===== src/rtl/ddo_pkg.sv =====
// shared types, constants and tables for the differential drive odometry block
// no dependencies
package ddo_pkg;

   localparam int DIV_W        = 64;
   localparam int CORDIC_STEPS = 30;

   localparam logic [29:0] BAM_PER_RAD = 30'd683565276;
   localparam logic [19:0] USEC_PER_SEC = 20'd1000000;
   localparam logic signed [33:0] GAIN_Q30 = 34'sd652032874;
   localparam logic [44:0] AM_CLAMP = 45'd1 << 44;
   localparam logic [63:0] ONE_Q30 = 64'd1 << 30;
   localparam logic [63:0] RATE_MAX = 64'd1 << 31;

   typedef logic [1:0] csr_idx_type;
   localparam csr_idx_type CSR_LEFT_MPT  = 2'd0;
   localparam csr_idx_type CSR_RIGHT_MPT = 2'd1;
   localparam csr_idx_type CSR_WHEEL_BASE = 2'd2;
   localparam csr_idx_type CSR_MODE = 2'd3;

   typedef logic [4:0] op_type;
   localparam op_type OP_NONE       = 5'd0;
   localparam op_type OP_CAPTURE    = 5'd1;
   localparam op_type OP_PRIME      = 5'd2;
   localparam op_type OP_TRAV_L     = 5'd3;
   localparam op_type OP_TRAV_R     = 5'd4;
   localparam op_type OP_SUMS       = 5'd5;
   localparam op_type OP_TURN_START = 5'd6;
   localparam op_type OP_TURN_TAKE  = 5'd7;
   localparam op_type OP_AM_TAKE    = 5'd8;
   localparam op_type OP_COR0_PLAIN = 5'd9;
   localparam op_type OP_COR0_ARC   = 5'd10;
   localparam op_type OP_COR1_TAKE  = 5'd11;
   localparam op_type OP_FX_TAKE    = 5'd12;
   localparam op_type OP_FY_TAKE    = 5'd13;
   localparam op_type OP_MUL_X      = 5'd14;
   localparam op_type OP_ADD_X      = 5'd15;
   localparam op_type OP_MUL_Y      = 5'd16;
   localparam op_type OP_ADD_Y      = 5'd17;
   localparam op_type OP_LIN_START  = 5'd18;
   localparam op_type OP_LIN_TAKE   = 5'd19;
   localparam op_type OP_ANG_TAKE   = 5'd20;
   localparam op_type OP_VEL_ZERO   = 5'd21;
   localparam op_type OP_FINISH     = 5'd22;

   typedef struct packed {
      logic   req_ready;
      op_type op;
   } cmd_type;

   typedef struct packed {
      logic req_valid;
      logic primed;
      logic div_done;
      logic cor_done;
      logic turn_zero;
      logic first_order;
      logic dt_zero;
      logic rsp_free;
   } status_type;

   function automatic logic [31:0] atan_bam(input logic [4:0] i);
      logic [31:0] r;
      case (i)
         5'd0:  r = 32'h20000000;
         5'd1:  r = 32'h12E4051E;
         5'd2:  r = 32'h09FB385B;
         5'd3:  r = 32'h051111D4;
         5'd4:  r = 32'h028B0D43;
         5'd5:  r = 32'h0145D7E1;
         5'd6:  r = 32'h00A2F61E;
         5'd7:  r = 32'h00517C55;
         5'd8:  r = 32'h0028BE53;
         5'd9:  r = 32'h00145F2F;
         5'd10: r = 32'h000A2F98;
         5'd11: r = 32'h000517CC;
         5'd12: r = 32'h00028BE6;
         5'd13: r = 32'h000145F3;
         5'd14: r = 32'h0000A2FA;
         5'd15: r = 32'h0000517D;
         5'd16: r = 32'h000028BE;
         5'd17: r = 32'h0000145F;
         5'd18: r = 32'h00000A30;
         5'd19: r = 32'h00000518;
         5'd20: r = 32'h0000028C;
         5'd21: r = 32'h00000146;
         5'd22: r = 32'h000000A3;
         5'd23: r = 32'h00000051;
         5'd24: r = 32'h00000029;
         5'd25: r = 32'h00000014;
         5'd26: r = 32'h0000000A;
         5'd27: r = 32'h00000005;
         5'd28: r = 32'h00000003;
         5'd29: r = 32'h00000001;
         default: r = 32'h00000000;
      endcase
      return r;
   endfunction

endpackage


===== src/rtl/ddo_ctrl.sv =====
// sequencer that steps the odometry datapath through one sample
// depends on ddo_pkg
module ddo_ctrl (
   input  logic                clock,
   input  logic                reset,
   input  ddo_pkg::status_type st,
   output ddo_pkg::cmd_type    cmd
);
   localparam logic [4:0] S_IDLE       = 5'd0;
   localparam logic [4:0] S_CHECK      = 5'd1;
   localparam logic [4:0] S_TRAV_R     = 5'd2;
   localparam logic [4:0] S_SUMS       = 5'd3;
   localparam logic [4:0] S_TURN_START = 5'd4;
   localparam logic [4:0] S_W_TURN     = 5'd5;
   localparam logic [4:0] S_W_AM       = 5'd6;
   localparam logic [4:0] S_W_COR0     = 5'd7;
   localparam logic [4:0] S_W_COR1     = 5'd8;
   localparam logic [4:0] S_W_FX       = 5'd9;
   localparam logic [4:0] S_W_FY       = 5'd10;
   localparam logic [4:0] S_MUL_X      = 5'd11;
   localparam logic [4:0] S_ADD_X      = 5'd12;
   localparam logic [4:0] S_MUL_Y      = 5'd13;
   localparam logic [4:0] S_ADD_Y      = 5'd14;
   localparam logic [4:0] S_RATE       = 5'd15;
   localparam logic [4:0] S_W_LIN      = 5'd16;
   localparam logic [4:0] S_W_ANG      = 5'd17;
   localparam logic [4:0] S_OUT        = 5'd18;

   logic [4:0] state_ff, state_in;

   always_comb begin
      state_in = state_ff;
      cmd.req_ready = 1'b0;
      cmd.op = ddo_pkg::OP_NONE;
      case (state_ff)
         S_IDLE: begin
            cmd.req_ready = 1'b1;
            if (st.req_valid) begin
               cmd.op = ddo_pkg::OP_CAPTURE;
               state_in = S_CHECK;
            end
         end
         S_CHECK: begin
            if (!st.primed) begin
               cmd.op = ddo_pkg::OP_PRIME;
               state_in = S_IDLE;
            end else begin
               cmd.op = ddo_pkg::OP_TRAV_L;
               state_in = S_TRAV_R;
            end
         end
         S_TRAV_R: begin
            cmd.op = ddo_pkg::OP_TRAV_R;
            state_in = S_SUMS;
         end
         S_SUMS: begin
            cmd.op = ddo_pkg::OP_SUMS;
            state_in = S_TURN_START;
         end
         S_TURN_START: begin
            cmd.op = ddo_pkg::OP_TURN_START;
            state_in = S_W_TURN;
         end
         S_W_TURN: begin
            if (st.div_done) begin
               cmd.op = ddo_pkg::OP_TURN_TAKE;
               state_in = S_W_AM;
            end
         end
         S_W_AM: begin
            if (st.div_done) begin
               cmd.op = ddo_pkg::OP_AM_TAKE;
               state_in = S_W_COR0;
            end
         end
         S_W_COR0: begin
            if (st.cor_done) begin
               if (st.first_order && !st.turn_zero) begin
                  cmd.op = ddo_pkg::OP_COR0_ARC;
                  state_in = S_W_COR1;
               end else begin
                  cmd.op = ddo_pkg::OP_COR0_PLAIN;
                  state_in = S_MUL_X;
               end
            end
         end
         S_W_COR1: begin
            if (st.cor_done) begin
               cmd.op = ddo_pkg::OP_COR1_TAKE;
               state_in = S_W_FX;
            end
         end
         S_W_FX: begin
            if (st.div_done) begin
               cmd.op = ddo_pkg::OP_FX_TAKE;
               state_in = S_W_FY;
            end
         end
         S_W_FY: begin
            if (st.div_done) begin
               cmd.op = ddo_pkg::OP_FY_TAKE;
               state_in = S_MUL_X;
            end
         end
         S_MUL_X: begin
            cmd.op = ddo_pkg::OP_MUL_X;
            state_in = S_ADD_X;
         end
         S_ADD_X: begin
            cmd.op = ddo_pkg::OP_ADD_X;
            state_in = S_MUL_Y;
         end
         S_MUL_Y: begin
            cmd.op = ddo_pkg::OP_MUL_Y;
            state_in = S_ADD_Y;
         end
         S_ADD_Y: begin
            cmd.op = ddo_pkg::OP_ADD_Y;
            state_in = S_RATE;
         end
         S_RATE: begin
            if (st.dt_zero) begin
               cmd.op = ddo_pkg::OP_VEL_ZERO;
               state_in = S_OUT;
            end else begin
               cmd.op = ddo_pkg::OP_LIN_START;
               state_in = S_W_LIN;
            end
         end
         S_W_LIN: begin
            if (st.div_done) begin
               cmd.op = ddo_pkg::OP_LIN_TAKE;
               state_in = S_W_ANG;
            end
         end
         S_W_ANG: begin
            if (st.div_done) begin
               cmd.op = ddo_pkg::OP_ANG_TAKE;
               state_in = S_OUT;
            end
         end
         S_OUT: begin
            if (st.rsp_free) begin
               cmd.op = ddo_pkg::OP_FINISH;
               state_in = S_IDLE;
            end
         end
         default: begin
            state_in = S_IDLE;
         end
      endcase
   end

   always_ff @(posedge clock) begin
      if (reset) begin
         state_ff <= S_IDLE;
      end else begin
         state_ff <= state_in;
      end
   end
endmodule


===== config.mk =====
export PLATFORM = sky130hd
export DESIGN_NAME = ddo_ctrl
export DESIGN_NICKNAME = d
export VERILOG_FILES = /design/src/rtl/ddo_pkg.sv /design/src/rtl/ddo_ctrl.sv
export SDC_FILE = /design/constraint.sdc
export NUM_CORES = 1
export LEC_CHECK = 0
export BUFFER_PORTS_ARGS = -buffer_cell sky130_fd_sc_hd__buf_2
export CAP_MARGIN = 30
export CORE_UTILIZATION = 53
export DETAILED_ROUTE_END_ITERATION = 10
export GPL_ROUTABILITY_DRIVEN = 0
export PLACE_DENSITY_LB_ADDON = 0.15
export SLEW_MARGIN = 40
export SYNTH_ARGS = -nofsm -noshare
export SYNTH_HDL_FRONTEND = slang
export SYNTH_SLANG_ARGS = --single-unit
export TNS_END_PERCENT = 10

===== constraint.sdc =====
create_clock -name clock -period 1.9 [get_ports clock]
set_input_delay 0.38 -clock clock [delete_from_list [all_inputs] [get_ports clock]]
set_output_delay 0.38 -clock clock [all_outputs]
set_load 0.01 [all_outputs]

; Word level (Yosys, flattened, before mapping)
; Index checks and enable logic that the tools add are counted.
[word_totals]
regBits = 5
latchBits = 0
ram_bits = 0
mem_bits_ro = 0
output_inout_bits = 6
n_memories = 0
[op_classes]
add_sub_neg = 0
multipliers = 0
div = 0
order_cmp = 0
eq_ne = 28
shift = 0
n_mux = 29
bitwise = 0
reduce_logical = 4
[ops]
columns = cell, n
row1 = $pmux W5 S19, 2
row2 = $mux W5, 13
row3 = $eq A5 B4 Y1 const B, 8
row4 = $eq A5 B3 Y1 const B, 4
row5 = $mux W4, 5
row6 = $ne A2 B2 Y1 const B, 10
row7 = $eq A5 B5 Y1 const B, 3
row8 = $eq A5 B2 Y1 const B, 2
row9 = $reduce_and A10 Y1, 1
row10 = $mux W2, 4
row11 = $mux W3, 2
row12 = $eq A5 B1 Y1 const B, 1
row13 = $logic_not A5 Y1, 1
row14 = $mux W1, 3
row15 = $logic_and A1 B1 Y1, 1
row16 = $logic_not A1 Y1, 1

; Logic depth before layout (Yosys ltp)
[depth]
word_depth = 5
ltp_mapped = 6
ltp_nobuf = 5

; Worst setup path after synthesis
; No wires, ideal clock.
[synth_path]
path_kind = register to output
from = register state_ff[3]
to = output port cmd[2] in the netlist's numbering
arrival_ns = 1.385
slack_ns = 0.135
stages_incl_launch_ff = 6
path_buffers = 2
path_cell_list = dfxtp_1 buf_2 buf_1 o21ai_0 a222oi_1 o22ai_1
[synth_rtl]
columns = item, line_no
row1 = "start, declared", ddo_ctrl.sv:29  ; logic [4:0] state_ff, state_in;
row2 = "start signal, assigned", ddo_ctrl.sv:158  ; state_ff <= state_in;
row3 = "end, declared", ddo_ctrl.sv:7  ; output ddo_pkg::cmd_type cmd

==> key figures <==
Power
  – PD cells: 524.5 nW/µm²
  – VDD IR max: 0.0003620 V
  – Cell leakage power: 0.0003978 µW

Logic synthesis
  – Synthesized flop and latch total: 5
  – Yosys warns: 0
  – Post-synth top area cell: dfxtp_1
  – Post-synth EDFFs: 0
  – Synth top area share: 13.49%
  – Post-Syn Nets: 121
  – Cell area after synthesis: 742.0 µm²
  – Synth top area cells: dfxtp_1 13%, o21ai_0 6.1%, nand2_1 5.6%
  – Syn Inst Count: 111
  – Ys flop type: dfxtp_1
  – Distinct cells, synth: 43
  – Avg Inst Size Synth: 6.684 µm²
  – Sequential area share after synthesis: 13.49%
  – Synth async-reset ratio: 0%

Timing
  – RSZ-0062 raised after global routing: yes
  – Clock skew: 0.005589 ns
  – Crit share post-route: 102.6%
  – Final worst-path setup slack: -0.04959 ns
  – Worst Hold Slack: 0.3810 ns
  – Actual slew at the worst max-slew pin: 0.5892 ns
  – Max Fclk: 512.9 MHz
  – Crit path time final: 1.950 ns
  – Final setup viols: 3
  – Max Transition Viols Final: 0
  – Final hold viol count: 0
  – Max-slew headroom: 59.70%
  – Setup TNS: -0.07293 ns

Worst setup path
  – Worst endpoint required time: 1.52 ns
  – CP bufs+invs: 1
  – CP endpoint kind: output pin
  – Crit path kind: flip-flop to output pin
  – Critical-path maximum fanout: 3
  – Critical path launch point type: flip-flop
  – Dominant delay contributor by cell family on the critical path: simple AND/OR/NAND/NOR gates
  – CP arrival: 1.57 ns
  – R2r startpoint: state_ff[4]$_SDFFE_PP0P_
  – Slowest-stage cell, CP: or3_1
  – R2r setup slk: 0.05 ns
  – R2r endpoint: state_ff[0]$_SDFFE_PP0P_
  – Critical path cell sequence: nor2b_4, nand2_1, or3_1, o41ai_1, a211o_1, buf_2
  – Reg2Reg Depth: 6
  – CP max stage delay: 0.36 ns

Outcome
  – Status: complete, but fails checks
  – Failing checks: setup timing

CTS
  – CTS root buf: clkbuf_4
  – Number of buffers created by CTS: 3
  – Htree depth: 1
  – CTS tree: yes
  – Clk sinks: 5
  – Clock transition at path regs: 0.05 ns
  – Max Root-Sink Buffers: 2
  – Clk_lat worst skew: 0.25 ns

Drt
  – Via density: 6.849
  – Total Routed Length: 2.698 mm
  – Detailed-route wire length per cell: 17.75 µm
  – Initial DRC count: 65
  – Routed vias: 1041
  – DRC viols: 0
  – Drt pass-1 iters: 4
  – Routed Antenna Nets: 0

Global route
  – Vias in the first global route: 875
  – GR Util met3: 9.091%
  – Met2 Use GR: 59.43%
  – Total GRT Usage: 38.26%
  – First-pass GRT wire length: 3.946 mm
  – Most Used Layer, Global Route: met2
  – Initial antenna violation count: 0
  – Global route overflow: 0
  – Met1 usage: 47.64%
  – Largest net degree at the start of global routing: 16

Worst hold path
  – Worst Hold Launch: reset
  – Hold/Removal Path Class: primary input to flip-flop
  – Min-Delay Endpoint: state_ff[0]$_SDFFE_PP0P_
  – Cell depth of the worst min-delay path: 2

Finish
  – Largest register FFs: 5
  – Largest register by flop count: state_ff
  – Share of cells above drive strength 1: 40.15%
  – Synth-to-Final Area Change: 37.44%
  – Final net count: 148
  – N_diodes: 0
  – Regs by FF count: state_ff x5

Die
  – Core Footprint: 1301 µm²
  – Number of core rows: 13
  – Die extent in x: 39.42 µm
  – Initial core utilization: 57.02%
  – Ports: 16
  – Die Area: 1554 µm²
  – Vert. Die Dim: 39.42 µm

Flow run
  – MaxCap Viol Count: 0

Placed design
  – I/O Buffers: 15
  – Hpwl dp: 1.624 mm
==> power breakdown <==
part           internal, µW  switching, µW  total, µW
clock                  79.9           51.0        131
sequential              111           14.3        125
combinational           126            152        279
==> layout make-up <==
class | instances | area, µm²
flip-flops and latches | 5 | 113.9
repair buffers | 33 | 222.7
clock buffers | 4 | 26.28
multi-input cells | 90 | 619.3
well taps | 15 | 18.77
fillers | 93 | 281.5
inverters | 5 | 18.77
==> timing repair <==
item	4_1_cts	5_1_grt
resized for setup	17	13
gates cloned	1	0
buffers inserted	1	4
setup endpoints to repair	5	7
pin swaps	2	10
hold buffers	0	0
==> layer usage <==
layer | wire length (µm) | vias to the layer above
met1 | 1042 | 466
met4 | 151 | 0
met3 | 287 | 23
met2 | 1216 | 84
met5 | 0 | -
li1 | - | 468
==> through the flow <==
step / setup WS (ns) / utilization [%] / total power (µW) / instance area, µm² / instances
2_1_floorplan: 0.1352 / - / 282.2 / 742.0 / 111
3_5_place_dp: 0.07454 / 66.73 / 353.4 / 868.3 / 142
5_1_grt: -0.1246 / 78.37 / 558.8 / 1020 / 152
3_3_place_gp: 0.09880 / 66.73 / 349.2 / 868.3 / 142
6_report: -0.04959 / 78.37 / 534.8 / 1020 / 152
4_1_cts: -0.001342 / 72.88 / 492.4 / 948.4 / 148
==> worst register-to-register path, cell delays in order (launching register included) <==
cell and delay [ns]:
dfxtp_4 0.39, or3b_4 0.40, buf_4 0.16, or3_4 0.38, nand4_4 0.14, nor3_2 0.07
a211oi_2 0.21
==> kinds of logic (layout without fill, tap and decap cells) <==
family                    after synthesis  count (layout)  share of synthesized area, %
and+or+nand+nor                        54              54                         41.65
AOI/OAI and AO/OA                      31              31                         28.16
buffers and inverters                  16              42                         10.29
DFF                                     5               5                         13.49
muxes                                   3               3                         4.047
xor gates and xnor gates                2               2                         2.361
==> cells in the mapped netlist (2+ instances only) <==
cell / n
buf_2: 4
xnor2_1: 2
nor2_1: 8
nor3_1: 5
nor2b_1: 4
mux2i_1: 3
nand2b_1: 4
inv_1: 5
or4_1: 2
nand2_1: 11
a21oi_1: 6
buf_1: 3
clkbuf_1: 2
o21ai_0: 9
nand4_1: 3
dfxtp_1: 5
o22ai_1: 4
or3_1: 2
nand3_1: 4
nor3b_1: 2
==> cell usage in the layout, fill, tap and decap left out, types with 2 or more instances in the layout <==
cell type,n
dfxtp_2,2
clkbuf_4,3
nor2_1,6
nor3_1,4
dfxtp_4,3
nand3_1,4
o22ai_1,3
a21oi_1,6
o21ai_1,5
buf_8,2
nand4_1,3
nor2_2,2
mux2i_1,3
nand2b_1,4
inv_1,4
or4_1,2
nor2b_1,2
xnor2_1,2
nand2_1,10
o21ai_0,4
buf_4,15
buf_2,16
==> worst max path at each step <==
stage / endpoint / cells after the start / startpoint
CTS: cmd[2] / 5 / state_ff[2]$_SDFFE_PP0P_
finish: cmd[0] / 6 / state_ff[1]$_SDFFE_PP0P_
floorplan: cmd[2] / 5 / state_ff[3]$_SDFFE_PP0P_
global route: cmd[0] / 7 / state_ff[1]$_SDFFE_PP0P_
global placement: state_ff[4]$_SDFFE_PP0P_ / 6 / state_ff[3]$_SDFFE_PP0P_
detailed placement: cmd[2] / 5 / state_ff[2]$_SDFFE_PP0P_
Power figures use the tool's default switching activity.
